--- src/hdl/mmh_pkg.sv ---
`default_nettype none

package mmh_pkg;

  localparam int KEY_W   = 16;
  localparam int TAG_W   = 16;
  localparam int ENTRY_W = KEY_W + TAG_W;
  localparam int COUNT_W = 11;

  // request action codes
  localparam logic ACT_CLEAR  = 1'b0;
  localparam logic ACT_INSERT = 1'b1;

  // heap_mode codes
  localparam logic MODE_PLAIN  = 1'b0;
  localparam logic MODE_MINMAX = 1'b1;

  typedef enum logic [3:0] {
    ST_IDLE,
    ST_PARENT,
    ST_CLIMB,
    ST_PLACE,
    ST_RD_ROOT,
    ST_RD_LAST,
    ST_RD_LEFT,
    ST_CAP_LEFT,
    ST_DONE
  } seq_state_t;

  typedef struct packed {
    logic [KEY_W-1:0] key;
    logic [TAG_W-1:0] tag;
  } entry_t;

  typedef struct packed {
    logic               insert;
    logic               plain;
    logic               pos_min;
    logic               empty;
    logic               full_error;
    logic [COUNT_W-1:0] count;
  } cmd_t;

  typedef struct packed {
    logic [KEY_W-1:0]   root_key;
    logic [TAG_W-1:0]   root_tag;
    logic [KEY_W-1:0]   last_key;
    logic [TAG_W-1:0]   last_tag;
    logic [KEY_W-1:0]   leftmost_key;
    logic [TAG_W-1:0]   leftmost_tag;
    logic [COUNT_W-1:0] count;
    logic               full_error;
  } res_t;

endpackage

`default_nettype wire

--- src/hdl/mmh_seq.sv ---
`default_nettype none

module mmh_seq
  import mmh_pkg::*;
#(
  parameter int AW = 10
) (
  input  wire logic               clk,
  input  wire logic               rst,
  input  wire logic               start,
  input  wire cmd_t               cmd,
  input  wire entry_t             item,
  input  wire logic [AW-1:0]      pos,
  input  wire logic [AW-1:0]      last_idx,
  input  wire logic [AW-1:0]      left_idx,
  output      logic               idle,
  output      logic               res_valid,
  output      res_t               res,
  input  wire logic               res_take,
  output      logic               ram_we,
  output      logic [AW-1:0]      ram_waddr,
  output      logic [ENTRY_W-1:0] ram_wdata,
  output      logic               ram_re,
  output      logic [AW-1:0]      ram_raddr,
  input  wire logic [ENTRY_W-1:0] ram_rdata
);

  seq_state_t state, state_next;

  entry_t        item_r;
  logic [AW-1:0] hole;
  logic [AW-1:0] anc;
  logic [AW-1:0] last_r;
  logic [AW-1:0] left_r;
  logic          plain_r;
  logic          pos_min_r;
  logic          want_min;
  res_t          res_r;

  entry_t        rd;
  logic          lt;
  logic          gt;
  logic          par_swap;
  logic          climb_move;
  logic [AW-1:0] base;
  logic [AW-1:0] up_par;
  logic [AW-1:0] up_grand;
  logic          use_par;
  logic [AW-1:0] nxt_anc;
  logic          cont;

  assign rd         = entry_t'(ram_rdata);
  assign lt         = item_r.key < rd.key;
  assign gt         = item_r.key > rd.key;
  assign par_swap   = pos_min_r ? gt : lt;
  assign climb_move = (plain_r || want_min) ? lt : gt;

  // position the new entry would sit at after this step
  always_comb begin
    unique case (state)
      ST_IDLE:   base = pos;
      ST_PARENT: base = par_swap ? anc : hole;
      default:   base = anc;
    endcase
  end

  assign up_par   = (base - AW'(1)) >> 1;
  assign up_grand = (up_par - AW'(1)) >> 1;
  // first step and plain mode go to the parent, min-max climbs by grandparents
  assign use_par  = (state == ST_IDLE) || plain_r;
  assign nxt_anc  = use_par ? up_par : up_grand;
  assign cont     = use_par ? (base != '0) : (base >= AW'(3));

  always_comb begin
    state_next = state;
    unique case (state)
      ST_IDLE: begin
        if (start) begin
          if (cmd.insert) begin
            state_next = cont ? (cmd.plain ? ST_CLIMB : ST_PARENT) : ST_PLACE;
          end else begin
            state_next = cmd.empty ? ST_DONE : ST_RD_ROOT;
          end
        end
      end
      ST_PARENT:   state_next = cont ? ST_CLIMB : ST_PLACE;
      ST_CLIMB:    state_next = (climb_move && cont) ? ST_CLIMB : ST_PLACE;
      ST_PLACE:    state_next = ST_RD_ROOT;
      ST_RD_ROOT:  state_next = ST_RD_LAST;
      ST_RD_LAST:  state_next = ST_RD_LEFT;
      ST_RD_LEFT:  state_next = ST_CAP_LEFT;
      ST_CAP_LEFT: state_next = ST_DONE;
      ST_DONE: begin
        if (res_take) begin
          state_next = ST_IDLE;
        end
      end
      default:     state_next = ST_IDLE;
    endcase
  end

  always_comb begin
    ram_we    = 1'b0;
    ram_re    = 1'b0;
    ram_waddr = hole;
    ram_wdata = ram_rdata;
    ram_raddr = nxt_anc;
    unique case (state)
      ST_IDLE: begin
        ram_re = start && cmd.insert && cont;
      end
      ST_PARENT: begin
        ram_we = par_swap;
        ram_re = cont;
      end
      ST_CLIMB: begin
        ram_we = climb_move;
        ram_re = climb_move && cont;
      end
      ST_PLACE: begin
        ram_we    = 1'b1;
        ram_wdata = ENTRY_W'(item_r);
      end
      ST_RD_ROOT: begin
        ram_re    = 1'b1;
        ram_raddr = '0;
      end
      ST_RD_LAST: begin
        ram_re    = 1'b1;
        ram_raddr = last_r;
      end
      ST_RD_LEFT: begin
        ram_re    = 1'b1;
        ram_raddr = left_r;
      end
      default: begin
      end
    endcase
  end

  always_ff @(posedge clk) begin
    if (rst) begin
      state <= ST_IDLE;
    end else begin
      state <= state_next;
    end
  end

  always_ff @(posedge clk) begin
    unique case (state)
      ST_IDLE: begin
        if (start) begin
          item_r    <= item;
          hole      <= pos;
          anc       <= nxt_anc;
          plain_r   <= cmd.plain;
          pos_min_r <= cmd.pos_min;
          want_min  <= cmd.pos_min;
          last_r    <= last_idx;
          left_r    <= left_idx;
          res_r.root_key     <= '0;
          res_r.root_tag     <= '0;
          res_r.last_key     <= '0;
          res_r.last_tag     <= '0;
          res_r.leftmost_key <= '0;
          res_r.leftmost_tag <= '0;
          res_r.count        <= cmd.count;
          res_r.full_error   <= cmd.full_error;
        end
      end
      ST_PARENT: begin
        hole     <= base;
        anc      <= nxt_anc;
        want_min <= par_swap ? !pos_min_r : pos_min_r;
      end
      ST_CLIMB: begin
        if (climb_move) begin
          hole <= anc;
          anc  <= nxt_anc;
        end
      end
      ST_RD_LAST: begin
        res_r.root_key <= rd.key;
        res_r.root_tag <= rd.tag;
      end
      ST_RD_LEFT: begin
        res_r.last_key <= rd.key;
        res_r.last_tag <= rd.tag;
      end
      ST_CAP_LEFT: begin
        res_r.leftmost_key <= rd.key;
        res_r.leftmost_tag <= rd.tag;
      end
      default: begin
      end
    endcase
  end

  assign idle      = (state == ST_IDLE);
  assign res_valid = (state == ST_DONE);
  assign res       = res_r;

  a_no_rw_clash: assert property (@(posedge clk) disable iff (rst)
    (ram_we && ram_re) |-> (ram_waddr != ram_raddr))
    else $error("store read and write hit the same entry");

  a_climb_goes_up: assert property (@(posedge clk) disable iff (rst)
    (state == ST_CLIMB && climb_move) |=> (hole < $past(hole)))
    else $error("sift step did not move toward the root");

  a_start_when_idle: assert property (@(posedge clk) disable iff (rst)
    start |-> (state == ST_IDLE))
    else $error("request started while sequencer busy");

endmodule

`default_nettype wire
--- config.mk ---
export PLATFORM = sky130hd
export DESIGN_NAME = mmh_seq
export DESIGN_NICKNAME = d
export VERILOG_FILES = /design/src/hdl/mmh_pkg.sv /design/src/hdl/mmh_seq.sv
export SDC_FILE = /design/constraint.sdc
export NUM_CORES = 1
export LEC_CHECK = 0
export BUFFER_PORTS_ARGS = -buffer_cell sky130_fd_sc_hd__buf_2
export CORE_UTILIZATION = 31
export DETAILED_ROUTE_END_ITERATION = 7
export GPL_ROUTABILITY_DRIVEN = 0
export GPL_TIMING_DRIVEN = 0
export PLACE_DENSITY_LB_ADDON = 0.2
export SLEW_MARGIN = 10
export SYNTH_ARGS = -nofsm -noshare
export SYNTH_HDL_FRONTEND = slang
export SYNTH_SLANG_ARGS = --single-unit
--- constraint.sdc ---
create_clock -name clk -period 6.5 [get_ports clk]
set_input_delay 0.975 -clock clk [delete_from_list [all_inputs] [get_ports clk]]
set_output_delay 0.975 -clock clk [all_outputs]
set_load 0.01 [all_outputs]
* After elaboration in Yosys (flattened, before gate mapping)
Cells that the tools add are included.
Storage, ports and cells: register bits after elaboration 187, input port bits 114, output and inout port bits 164, logic and storage cells 87
Operators by class: $add $sub $neg 2, order comparisons 3, eq/ne operators 11, mux-type cells 32, reduce and logical (&&, ||, !) cells 21
Operators with widths (count):
- 32-bit case mux with 2 select lines | 3
- 108-bit 2-to-1 mux | 1
- 10-bit case mux with 3 select lines | 3
- 10-bit 2-to-1 mux | 5
- 4-bit case mux with 9 select lines | 1
- 32-bit 2-to-1 mux | 1
- 10-bit case mux with 2 select lines | 1
- 4-bit by 3-bit equality test with 1-bit output (second input constant) | 4
- 16-bit > comparator | 1
- 16-bit < comparator | 1
- 4-bit 2-to-1 mux | 4
- 2-bit AND reduction | 6
- 10-bit by 2-bit >= comparator with 1-bit output (second input constant) | 1
- 10-bit nonzero test | 1
- 10-bit by 1-bit subtractor with 10-bit output (second input constant) | 1
- 9-bit by 1-bit subtractor with 10-bit output (second input constant) | 1
- 9-bit 2-to-1 mux | 1
- 4-bit by 2-bit equality test with 1-bit output (second input constant) | 2
- 2-bit nonzero test | 4
- 1-bit 2-to-1 mux | 7
- 4-bit by 1-bit equality test with 1-bit output (second input constant) | 1
- 4-bit equality test (second input constant) | 1
- 4-bit logical NOT | 1
- 2-bit 2-to-1 mux | 2
- 11 further kinds | 15

* Depth between registers and ports, before layout
depth after elaboration 10, gate-level depth with buffers 18, depth with buffers taken out 17

* Worst setup path after synthesis
OpenSTA, ideal clock, no wires.
kind input port to output port, from in ram_rdata[23], to out ram_raddr[8], data arrival time 5.149 ns, required time 5.525 ns, slack 0.376 ns, stages 18, buffers on the path 1, path through inv_1 -> ha_1 -> a21oi_1 -> a31oi_1 -> o21ba_1 -> or4_4 -> and3_4 -> buf_6 -> a221oi_1 -> ha_1 -> nand2b_1 -> a221oi_1 -> nand2_1 -> nor2_1 -> xnor2_1 -> or3_1 -> or4_1 -> a31oi_1
Between the ends: cells in the longest elaborated chain, start to end 8, elaborated cells on any way between the ends 9, classes of those cells 2 x add/sub; 2 x order compare; 5 x mux
Ends and longest elaborated chain:
- start, declared | RTL line mmh_seq.sv:25 | input wire logic [ENTRY_W-1:0] ram_rdata
- 16-bit < comparator / 16-bit > comparator (equally long branches) | RTL line mmh_seq.sv:53, mmh_seq.sv:54
- 1-bit 2-to-1 mux (*) | RTL line mmh_seq.sv:55 | assign par_swap = pos_min_r ? gt : lt;
- 10-bit 2-to-1 mux (*) | RTL line mmh_seq.sv:62 | ST_PARENT: base = par_swap ? anc : hole;
- 10-bit case mux with 2 select lines (*) | RTL line mmh_seq.sv:60 | unique case (state)
- 10-bit by 1-bit subtractor with 10-bit output (*) | RTL line mmh_seq.sv:67 | assign up_par = (base - AW'(1)) >> 1;
- 9-bit by 1-bit subtractor with 10-bit output | RTL line mmh_seq.sv:68 | assign up_grand = (up_par - AW'(1)) >> 1;
- 9-bit 2-to-1 mux (*) | RTL line mmh_seq.sv:71 | assign nxt_anc = use_par ? up_par : up_grand;
- 10-bit case mux with 3 select lines (*) | RTL line mmh_seq.sv:108 | unique case (state)
- end, declared | RTL line mmh_seq.sv:24 | output logic [AW-1:0] ram_raddr,
Every way passes the cells marked *; elsewhere a longest branch is shown, timed or not.

* Worst setup path in the final report
from in ram_rdata[24], to out ram_raddr[7]
Between the ends: cells in the longest elaborated chain, start to end 8, elaborated cells on any way between the ends 9, classes of those cells 2 x add/sub; 2 x order compare; 5 x mux
Ends and longest elaborated chain:
- 16-bit < comparator / 16-bit > comparator (equally long branches) | RTL line mmh_seq.sv:53, mmh_seq.sv:54
- 1-bit 2-to-1 mux (*) | RTL line mmh_seq.sv:55
- 10-bit 2-to-1 mux (*) | RTL line mmh_seq.sv:62
- 10-bit case mux with 2 select lines (*) | RTL line mmh_seq.sv:60
- 10-bit by 1-bit subtractor with 10-bit output (*) | RTL line mmh_seq.sv:67
- 9-bit by 1-bit subtractor with 10-bit output | RTL line mmh_seq.sv:68
- 9-bit 2-to-1 mux (*) | RTL line mmh_seq.sv:71
- via nxt_anc[7] | RTL line mmh_seq.sv:49 | logic [AW-1:0] nxt_anc;
- 10-bit case mux with 3 select lines (*) | RTL line mmh_seq.sv:108
The timed path passes the listed nets; every way through them passes the cells marked *.

==> flow_summary.ini <==
[route]
firstDrtPassIters = 7
drc = 0
vias = 6420
drt_iter0_drc = 430
via_per_inst = 4.92
drt-wirelength-per-cell_um = 19.3
wirelength_mm = 25.2
ant_nets = 0

[placement]
port_buffers = 277
dpl_worst_slack_ns = -0.485
dp_hpwl_mm = 18.7
place_area_mm2 = 0.0104

[power]
power_w = 0.00368
leakage_nw = 4.53
pwr_density_cell_mw_per_mm2 = 327
vdd_ir_drop_max_mv = 0.182

[timing]
relSlewSlack_pct = 30.7
period_minus_slack_ns = 6.34
worst_slack_ns = 0.160
slew_viol_final = 0
worst_clock_skew_ns = 0.00915
finalSetupViolCount = 0
fmax_ghz = 0.158
fin_tns_setup_ns = 0
period_share_pct = 97.5
worstMarginPinSlew_ns = 1.03
hold_viol = 0

[critical_path]
setup.worst_path.class = input port to output pin
crit_fanout = 10
rrSetupSlack_ns = 1.90
crit_path_end_kind = output pin
crit_start = ram_rdata[24]
cp_slowest_cell = or4_4
setup.worst_path.start_class = input port
slowest_delay_ns = 0.60
reg2reg_from = state[2]
arrival_ns = 5.37
cp_data_required_time_ns = 5.52
cp-endpoint = ram_raddr[7]
r2r_end = anc[8]
path_cells = buf_2 > inv_1 > ha_1 > nand4_1 > a31oi_1 > o21ba_2 > or4_4 > and3_4 > buf_8 > a221oi_4 > ha_2 > nand2b_1 > a221oi_2 > nand4_1 > xnor2_2 > or2_4 > or3_1 > o211ai_1 > buf_4 > a21o_1 > buf_2
ff2ff_path_depth = 13

[final_layout]
nets = 1084
drive_above_1_share_pct = 40.8
fin_area_mm2 = 0.0112
syn_to_final_growth_pct = 33.1

[synth]
syn_area_mm2 = 0.00845
yosys_warnings = 0
syn_avg_cell_area_um2 = 13.3
netlist.top_cell.by_area = edfxtp_1
ys.flop_type = edfxtp_1
synth_seq_cells = 186
synth_nets = 768
synth_edf_count = 182
netlist_instances = 634
async_reset_ff_share_pct = 0
synth_top_area_share_pct = 64.7
ys_types = 61
seq_area_frac_synth_pct = 65.6
synth_area_leaders = edfxtp_1 65%, and2_1 4.1%, ha_1 3.0%, mux2_2 2.7%, nor4_1 2.4%

[global_routing]
grt_pass1_vias = 6361
grt_overflow = 0
grt_usage_pct = 17.8
grt_max_degree = 40
grt_pass1_wl_mm = 37.5
grt_antenna_before_repair = 2

[clock_tree]
clk_pin_slew_ns = 0.08
clock-sinks = 186
clk_latency_ns = 0.43
root_buffer = clkbuf_16
htreeDepth = 4
cts_buffers = 17
clockBufferDepth = 2
cts_tree = built

[status]
status = finished clean

[floorplan]
core_mm2 = 0.0269
io_pins = 278
die-area_mm2 = 0.0279
die_x_um = 167
fp.dieH_um = 167
start_util_pct = 31.5
num_rows = 60

[hold_path]
hold_class = flop to flop

[job]
maxCapViolCount = 0
## Yosys cell counts (all sizes together) (5+ instances only)
library cell / count
mux2: 20
nand4: 7
a221oi: 9
xnor2: 7
ha: 20
nor2: 22
a22o: 7
edfxtp: 182
nand3: 5
clkbuf: 32
nor4: 32
a22oi: 5
nand2: 36
a21oi: 12
o21ai: 29
nor3: 26
inv: 35
a222oi: 11
nand2b: 9
and2: 56
## power breakdown
part	total [W]	switching, W	internal, W	leakage, nW
Combinational	0.000997	0.000612	0.000385	2.43
Clock	0.00104	0.000525	0.000516	0.279
Sequential	0.00164	0.0000835	0.00156	1.82
## through the flow
stage	instances	utilization, %	hold WS [ns]
global route	1305	41.9	0.650
floorplan	634	-	0.546
global placement	1252	38.2	0.589
finish	1305	41.9	0.616
detailed placement	1258	38.7	0.596
CTS	1294	41.3	0.613
## layer usage
layer / share of wire [%] / global-route usage (%)
met5: 0.052 / 0
met4: 1.7 / 5.07
met3: 6.0 / 4.49
met2: 48 / 29.9
met1: 44 / 22.6
## worst min-delay path by stage
stage           start           end  slack (ns)  cells past startpoint
2_1_floorplan  anc[0]  ram_waddr[0]        0.55                      2
3_3_place_gp   anc[6]  ram_waddr[6]        0.59                      2
3_5_place_dp   anc[6]  ram_waddr[6]        0.60                      2
4_1_cts        anc[6]  ram_waddr[6]        0.61                      2
5_1_grt        anc[0]  ram_waddr[0]        0.65                      2
6_report       anc[6]  ram_waddr[6]        0.62                      2
## what timing repair did
item	CTS	global route
hold buffers	0	0
resized for setup	17	17
pin swaps	6	11
setup endpoints to repair	7	4
buffers inserted	4	10
## cell families (layout without fill, tap and decap cells)
group                      count (synthesis)  after routing  share of synthesized area, %
DFF                                      186            186                          65.6
xor gates and xnor gates                  10             10                          1.04
adders and majority gates                 20             20                          2.96
other                                      0              1                             0
and+or+nand+nor                          211            211                          14.0
muxes                                     24             24                          3.14
AOI/OAI and AO/OA                        111            111                          9.95
buffers and inverters                     72            401                          3.29
## worst max-delay path, delay by kind of cell
kind,cells,cell delay (ns)
xor gates and xnor gates,1,0.23
AOI/OAI and AO/OA,6,1.12
adders and majority gates,2,0.51
buffers and inverters,5,0.70
and+or+nand+nor,7,1.83
## placed cells by master, fill, tap and decap left out, types with 4 or more instances in the layout
cell	netlist	layout
buf_2	0	277
edfxtp_1	182	182
and2_1	56	56
nand2_1	35	34
clkbuf_1	32	33
nor4_1	32	31
inv_1	35	27
o21ai_0	28	26
nor3_1	26	24
nor2_1	22	21
mux2_2	20	20
clkbuf_16	0	17
ha_1	20	16
buf_4	0	16
a222oi_1	11	11
a21oi_1	12	10
nand2b_1	9	7
a22o_1	7	7
inv_6	0	7
nand4_1	6	6
xnor2_1	7	6
nand3_1	5	5
a221oi_2	4	5
a22oi_1	5	5
inv_4	0	4
mux2i_1	4	4
a221o_1	4	4
dfxtp_1	4	4
## layout make-up
class,count,area (µm²)
inverter,36,153
sequential,186,5550
antenna,1,2.50
timing repair buffer,297,1590
clock buffer,18,429
buffer,36,146
fill,2656,15600
multi-input combinational,376,2800
tap,341,427
clock inverter,14,149
## state kept, by name, indices dropped and copies added, names as in the netlist
register	flops
left_r	10
item_r	32
state	4
last_r	10
res	108
ram_waddr	10
pos_min_r	1
anc	9
plain_r	1
want_min	1
No activity file was read; power rests on OpenSTA's default activity.
